<file path="src/rtl/frn_pkg.sv">
// ----------------------------------------------------------------------------
// frn_pkg: shared types and constants for fraction reduction
// Widths, sequencer states and the control/status bundles between modules.
// ----------------------------------------------------------------------------
package frn_pkg;

  localparam int DATA_WIDTH = 64;
  localparam int DEN_WIDTH  = DATA_WIDTH - 1;
  localparam int CNT_WIDTH  = $clog2(DATA_WIDTH);

  typedef logic [DATA_WIDTH-1:0] mag_t;
  typedef logic [CNT_WIDTH-1:0]  cnt_t;

  localparam cnt_t CNT_LAST = cnt_t'(DATA_WIDTH - 1);

  typedef enum logic [2:0] {
    ST_IDLE,
    ST_TWOS,
    ST_AEVEN,
    ST_GCD,
    ST_DIVN,
    ST_DIVD,
    ST_DONE
  } state_t;

  typedef struct packed {
    logic start;
    logic inf;
    logic take;
  } core_ctl_t;

  typedef struct packed {
    logic idle;
    logic done;
  } core_sts_t;

  typedef struct packed {
    logic ge;
    mag_t diff;
  } alu_res_t;

endpackage

</file>
<file path="src/rtl/frn_alu.sv">
// ----------------------------------------------------------------------------
// frn_alu: shared compare and subtract unit
// Returns x >= y and the magnitude of their difference, larger minus smaller.
// ----------------------------------------------------------------------------
module frn_alu (
  input  frn_pkg::mag_t     x,
  input  frn_pkg::mag_t     y,
  output frn_pkg::alu_res_t res
);
  import frn_pkg::*;

  logic ge;
  mag_t mx;
  mag_t mn;

  always_comb begin
    ge       = (x >= y);
    mx       = ge ? x : y;
    mn       = ge ? y : x;
    res.ge   = ge;
    res.diff = mag_t'(mx - mn);
  end

endmodule

</file>
<file path="src/rtl/frn_core.sv">
// ----------------------------------------------------------------------------
// frn_core: GCD and exact division sequencer
// Binary GCD of two magnitudes, then restoring division of each by the GCD,
// all on one shared compare/subtract unit.
// ----------------------------------------------------------------------------
module frn_core (
  input  logic                clk,
  input  logic                rst,
  input  frn_pkg::core_ctl_t  ctl,
  input  frn_pkg::mag_t       n_mag,
  input  frn_pkg::mag_t       d_mag,
  output frn_pkg::core_sts_t  sts,
  output frn_pkg::mag_t       num_quo,
  output frn_pkg::mag_t       den_quo
);
  import frn_pkg::*;

  state_t   state;
  state_t   state_next;
  mag_t     a;
  mag_t     b;
  cnt_t     k;
  mag_t     g;
  mag_t     r;
  mag_t     q;
  mag_t     nm;
  mag_t     dm;
  mag_t     nq;
  cnt_t     cnt;
  mag_t     r_sh;
  mag_t     alu_x;
  mag_t     alu_y;
  alu_res_t alu;

  frn_alu u_alu (
    .x   (alu_x),
    .y   (alu_y),
    .res (alu)
  );

  // next state
  always_comb begin
    state_next = state;
    case (state)
      ST_IDLE: begin
        if (ctl.start) begin
          if (ctl.inf) begin
            state_next = ST_DONE;
          end else if (n_mag == '0) begin
            state_next = ST_DIVN;
          end else begin
            state_next = ST_TWOS;
          end
        end
      end
      ST_TWOS: begin
        if ((a[0] | b[0]) == 1'b1) begin
          state_next = ST_AEVEN;
        end
      end
      ST_AEVEN: begin
        if (a[0]) begin
          state_next = ST_GCD;
        end
      end
      ST_GCD: begin
        if (b == '0) begin
          state_next = ST_DIVN;
        end
      end
      ST_DIVN: begin
        if (cnt == CNT_LAST) begin
          state_next = ST_DIVD;
        end
      end
      ST_DIVD: begin
        if (cnt == CNT_LAST) begin
          state_next = ST_DONE;
        end
      end
      ST_DONE: begin
        if (ctl.take) begin
          state_next = ST_IDLE;
        end
      end
      default: state_next = ST_IDLE;
    endcase
  end

  // outputs and shared unit operand select
  always_comb begin
    r_sh  = {r[DATA_WIDTH-2:0], q[DATA_WIDTH-1]};
    alu_x = a;
    alu_y = b;
    case (state)
      ST_DIVN, ST_DIVD: begin
        alu_x = r_sh;
        alu_y = g;
      end
      default: begin
        alu_x = a;
        alu_y = b;
      end
    endcase
    sts.idle = (state == ST_IDLE);
    sts.done = (state == ST_DONE);
    num_quo  = nq;
    den_quo  = q;
  end

  always_ff @(posedge clk) begin
    if (rst) begin
      state <= ST_IDLE;
    end else begin
      state <= state_next;
    end
  end

  always_ff @(posedge clk) begin
    case (state)
      ST_IDLE: begin
        if (ctl.start) begin
          a   <= n_mag;
          b   <= d_mag;
          nm  <= n_mag;
          dm  <= d_mag;
          nq  <= '0;
          k   <= '0;
          g   <= d_mag;
          r   <= '0;
          q   <= n_mag;
          cnt <= '0;
        end
      end
      ST_TWOS: begin
        if ((a[0] | b[0]) == 1'b0) begin
          a <= a >> 1;
          b <= b >> 1;
          k <= cnt_t'(k + 1'b1);
        end
      end
      ST_AEVEN: begin
        if (!a[0]) begin
          a <= a >> 1;
        end
      end
      ST_GCD: begin
        if (b == '0) begin
          g   <= a << k;
          r   <= '0;
          q   <= nm;
          cnt <= '0;
        end else if (!b[0]) begin
          b <= b >> 1;
        end else begin
          a <= alu.ge ? b : a;
          b <= alu.diff;
        end
      end
      ST_DIVN, ST_DIVD: begin
        r   <= alu.ge ? alu.diff : r_sh;
        q   <= {q[DATA_WIDTH-2:0], alu.ge};
        cnt <= cnt_t'(cnt + 1'b1);
        if (state == ST_DIVN && cnt == CNT_LAST) begin
          nq  <= {q[DATA_WIDTH-2:0], alu.ge};
          r   <= '0;
          q   <= dm;
          cnt <= '0;
        end
      end
      default: begin
      end
    endcase
  end

  a_gcd_odd: assert property (@(posedge clk) disable iff (rst)
    (state == ST_GCD) |-> a[0])
    else $error("GCD operand a lost its odd value");

  a_rem_bound: assert property (@(posedge clk) disable iff (rst)
    (state == ST_DIVN || state == ST_DIVD) |-> (r < g))
    else $error("division remainder not below divisor");

  a_done_hold: assert property (@(posedge clk) disable iff (rst)
    (state == ST_DONE && !ctl.take) |=> (state == ST_DONE && $stable(q) && $stable(nq)))
    else $error("finished quotients not held until taken");

endmodule

</file>
<file path="src/rtl/fraction_reduce_normalize.sv">
// ----------------------------------------------------------------------------
// fraction_reduce_normalize: canonical form of a signed fraction
// Input beat: numerator and denominator on in_valid/in_ready. Output beat:
// is_infinity, reduced_num, reduced_den on out_valid/out_ready, one per input.
// A zero denominator gives 1/0 with is_infinity set; otherwise the sign moves
// to the numerator and both parts are divided by their GCD, so 0/d gives 0/1.
// The sequencer takes one fraction at a time; in_ready is low while it works.
// Per fraction: a load step, then binary GCD (one halving or one
// compare-and-subtract per cycle), then restoring division of the numerator
// and then the denominator, one quotient bit per cycle, all through the
// single compare/subtract unit; the done state then hands the result to the
// output register once it is free. A zero denominator skips the arithmetic.
// The output register holds a finished beat while out_ready is low; the next
// fraction may be accepted meanwhile and waits in the sequencer once done.
// Synchronous reset empties the output register and returns the sequencer to
// idle; the arithmetic and data registers are not reset.
// ----------------------------------------------------------------------------
module fraction_reduce_normalize (
  input  logic                                  clk,
  input  logic                                  rst,
  input  logic                                  in_valid,
  output logic                                  in_ready,
  input  logic signed [frn_pkg::DATA_WIDTH-1:0] numerator,
  input  logic signed [frn_pkg::DATA_WIDTH-1:0] denominator,
  output logic                                  out_valid,
  input  logic                                  out_ready,
  output logic                                  is_infinity,
  output logic signed [frn_pkg::DATA_WIDTH-1:0] reduced_num,
  output logic        [frn_pkg::DEN_WIDTH-1:0]  reduced_den
);
  import frn_pkg::*;

  core_ctl_t ctl;
  core_sts_t sts;
  mag_t      n_raw;
  mag_t      d_raw;
  mag_t      n_mag;
  mag_t      d_mag;
  mag_t      num_quo;
  mag_t      den_quo;
  logic      accept;
  logic      inf_q;
  logic      neg_q;

  always_comb begin
    n_raw     = mag_t'(numerator);
    d_raw     = mag_t'(denominator);
    n_mag     = n_raw[DATA_WIDTH-1] ? mag_t'(~n_raw + mag_t'(1)) : n_raw;
    d_mag     = d_raw[DATA_WIDTH-1] ? mag_t'(~d_raw + mag_t'(1)) : d_raw;
    in_ready  = sts.idle;
    accept    = in_valid && in_ready;
    ctl.start = accept;
    ctl.inf   = (d_raw == '0);
    ctl.take  = sts.done && (!out_valid || out_ready);
  end

  frn_core u_core (
    .clk     (clk),
    .rst     (rst),
    .ctl     (ctl),
    .n_mag   (n_mag),
    .d_mag   (d_mag),
    .sts     (sts),
    .num_quo (num_quo),
    .den_quo (den_quo)
  );

  always_ff @(posedge clk) begin
    if (accept) begin
      inf_q <= ctl.inf;
      neg_q <= n_raw[DATA_WIDTH-1] ^ d_raw[DATA_WIDTH-1];
    end
  end

  always_ff @(posedge clk) begin
    if (rst) begin
      out_valid <= 1'b0;
    end else if (ctl.take) begin
      out_valid <= 1'b1;
    end else if (out_ready) begin
      out_valid <= 1'b0;
    end
  end

  always_ff @(posedge clk) begin
    if (ctl.take) begin
      is_infinity <= inf_q;
      if (inf_q) begin
        reduced_num <= DATA_WIDTH'(1);
        reduced_den <= '0;
      end else begin
        reduced_num <= neg_q ? DATA_WIDTH'(~num_quo + mag_t'(1)) : num_quo;
        reduced_den <= den_quo[DEN_WIDTH-1:0];
      end
    end
  end

  a_busy_after_beat: assert property (@(posedge clk) disable iff (rst)
    accept |=> !in_ready)
    else $error("sequencer ready again straight after accepting a beat");

endmodule
</file>
<file path="config.mk">
export PLATFORM = sky130hd
export DESIGN_NAME = fraction_reduce_normalize
export DESIGN_NICKNAME = d
export VERILOG_FILES = /design/src/rtl/frn_pkg.sv /design/src/rtl/frn_alu.sv /design/src/rtl/frn_core.sv /design/src/rtl/fraction_reduce_normalize.sv
export SDC_FILE = /design/constraint.sdc
export NUM_CORES = 2
export LEC_CHECK = 0
export BUFFER_PORTS_ARGS = -buffer_cell sky130_fd_sc_hd__buf_4
export CORE_UTILIZATION = 60
export DETAILED_ROUTE_END_ITERATION = 10
export PLACE_DENSITY_LB_ADDON = 0.15
export SETUP_SLACK_MARGIN = 0.1
export SYNTH_ARGS = -nofsm -noshare
export SYNTH_HDL_FRONTEND = slang
export SYNTH_SLANG_ARGS = --single-unit
</file>
<file path="constraint.sdc">
create_clock -name clk -period 20.6 [get_ports clk]
set_clock_uncertainty 0.1 [all_clocks]
set_input_delay 1.03 -clock clk [delete_from_list [all_inputs] [get_ports clk]]
set_output_delay 1.03 -clock clk [all_outputs]
set_load 0.01 [all_outputs]
</file>
==> flow_metrics.env <==
export IMPL_cts_tree="built"
export IMPL_synth_seq_cells=657
export IMPL_hold_ws_ns=0.473
export IMPL_synth_ff_type="edfxtp_1"
export IMPL_num_vias=36200
export IMPL_fin_util_pct=68.0
export IMPL_postCtsHoldBufs=0
export IMPL_slew_violations=0
export IMPL_area_growth_syn_to_layout_pct=11.5
export IMPL_cts_sinks=657
export IMPL_max_slew_worst_pin_slew_ns=1.43
export IMPL_yosysTopAreaCell="edfxtp_1"
export IMPL_endpoint_kind="register"
export IMPL_worstPathArrival_ns=10.61
export IMPL_slew_headroom_pct=3.56
export IMPL_fin_area_sq_mm=0.0460
export IMPL_rsz0062_at_grt="no"
export IMPL_async_flop_share_pct=0
export IMPL_maxCapViolCount=0
export IMPL_ys_seq_area_share_pct=47.7
export IMPL_dieWidth_microns=264
export IMPL_final_period_utilization_pct=50.1
export IMPL_synthTopCellsByCount="nand2_1 (689), edfxtp_1 (653), a21oi_1 (361)"
export IMPL_synth_edf_count=653
export IMPL_drc=0
export IMPL_synth_fp_nets=4423
export IMPL_portBuffers=261
export IMPL_tns_ns=0
export IMPL_synthCells=4222
export IMPL_grt_pass1_vias=32900
export IMPL_synth_distinct_cells=79
export IMPL_avgViaCountPerCell=6.91
export IMPL_worst_path_max_fanout=66
export IMPL_cts_root_buffer="clkbuf_16"
export IMPL_die_area_sq_mm=0.0698
export IMPL_drive_gt1_share_pct=12.6
export IMPL_period_needed_ns=10.32
export IMPL_drt_first_pass_iters=7
export IMPL_core_area_sq_mm=0.0676
export IMPL_cts_made_buffers=73
export IMPL_grt_max_degree=111
export IMPL_gr_total_overflow=0
export IMPL_rows=95
export IMPL_initial_utilization_pct=61.0
export IMPL_crit_type="reg -> reg"
export IMPL_yosysMostFrequentCell="nand2_1"
export IMPL_routabilityCongestion=1.04
export IMPL_setup_violations_final=0
export IMPL_num_io_pins=262
export IMPL_clock_path_buffers=3
export IMPL_die_h_microns=264
export IMPL_drtIter0Drc=5716
export IMPL_critPathLaunchType="register"
export IMPL_worstPathRequired_ns=20.89
export IMPL_wl_per_cell_microns=27.4
export IMPL_htree_levels=3
export IMPL_cts_clk_slew_worst_paths_ns=0.08
export IMPL_place_area_sq_mm=0.0437
export IMPL_nNetsFinal=4506
export IMPL_cts_resized=0
export IMPL_cts_setup_buffers=0
export IMPL_hp_class="in -> reg"
export IMPL_avgSynthCellArea_sq_um=9.77
export IMPL_drt_total_wl_microns=144000
export IMPL_outcome="completed"
export IMPL_grt_pass1_wl_microns=210000
export IMPL_ant_nets=0
export IMPL_max_freq_ghz=0.0969
export IMPL_netlist_area_leader_share_pct=47.5
export IMPL_clk_latency_ns=0.66
export IMPL_synth_top_cells_by_area="edfxtp_1 (48%), nand2_1 (6.3%), a21oi_1 (4.4%), mux2i_1 (3.9%), xor2_1 (3.2%)"
export IMPL_dp_hpwl_microns=105000
export IMPL_track_usage_pct=40.2
export IMPL_grt_antenna_before_repair=4
export IMPL_hold_viol_final=0
export IMPL_synth_area_sq_mm=0.0412
export IMPL_ys_warn_count=0
-- cells by family (layout without fill, tap and decap cells) --
family	after synthesis	count (layout)	share of synthesized area (%)
compound gates	1104	1104	17.3
xor+xnor	251	251	5.33
fa+ha+maj	69	69	2.09
buf+inv	429	568	3.91
flops	657	657	47.7
mux	221	221	6.73
other cells	0	2	0
simple gates	1491	1491	16.9
-- path summary, 6_finish.rpt --
path	start	endpoint	slack, ns	cells past startpoint
max	u_core.state[2]	u_core.b[52]	10.28	23
min	rst	u_core.state[1]	0.47	2
max reg2reg	u_core.state[2]	u_core.b[52]	10.28	23
min reg2reg	u_core.r[45]	u_core.r[46]	0.48	2
-- worst max-delay path, cell delays in order (launching register included) --
cell and delay, ns:
dfxtp_1 0.91, nor2b_4 0.80, buf_4 0.74, mux2i_1 0.25, ha_1 0.56, nand4_1 0.19, nor4_1 0.80, nand3_1 0.36
o311a_1 0.70, nand2_4 0.70, o21a_1 0.26, ha_1 0.18, nor2_1 0.05, o21ai_0 0.12, o311ai_0 0.23, and3_1 0.25
o21a_1 0.14, o41ai_1 0.25, a21oi_1 0.18, o311ai_0 1.10, a221oi_1 0.38, o21ai_0 0.34, xor2_1 0.13, o221a_2 0.25
-- cell usage in the layout, fill, tap and decap left out, drive strengths merged, types with 53 or more instances in the layout --
master / instances
nand2: 689
edfxtp: 653
a21oi: 361
buf: 311
nor2: 266
o21ai: 231
mux2i: 159
xor2: 153
inv: 131
xnor2: 98
and2: 96
clkbuf: 85
nor2b: 76
a221oi: 73
ha: 69
a31oi: 63
or4: 63
a221o: 58
nand3: 55
o31ai: 54
nor3: 53
-- flip-flops by register name, indices dropped and copies added, names as in the netlist, 3 cells and up --
signal and count:
reduced_den 63, reduced_num 64, u_core.a 64, u_core.b 64, u_core.cnt 6, u_core.den_quo 64
u_core.dm 64, u_core.g 64, u_core.k 6, u_core.nm 64, u_core.num_quo 64, u_core.r 63
u_core.state 3
-- metrics by stage --
stage,instances,setup WS [ns]
5_1_grt,5234,9.97
3_5_place_dp,5103,10.41
3_3_place_gp,5103,10.67
6_report,5236,10.28
4_1_cts,5234,10.38
2_1_floorplan,4222,3.03
-- final cells by class --
class | instances | area, sq um
Sequential cell | 657 | 19700
Clock inverter | 46 | 447
Tap cell | 873 | 1090
Inverter | 126 | 473
Fill cell | 5220 | 21600
Multi-Input combinational cell | 3136 | 20100
Timing Repair Buffer | 311 | 2330
Antenna cell | 2 | 5.00
Clock buffer | 85 | 1870
-- routing by layer --
| metal | GRT usage, % | up-vias | wire [microns] |
|---|---|---|---|
| met2 | 57.3 | 2563 | 60200 |
| met5 | 0 | - | 8 |
| met3 | 12.8 | 332 | 20900 |
| li1 | - | 15900 | - |
| met1 | 57.4 | 17400 | 56700 |
| met4 | 15.0 | 2 | 5780 |
Power is left out: the tool's default activity adds up to more than one toggle a clock period on the data nets, which glitch-free logic cannot reach.
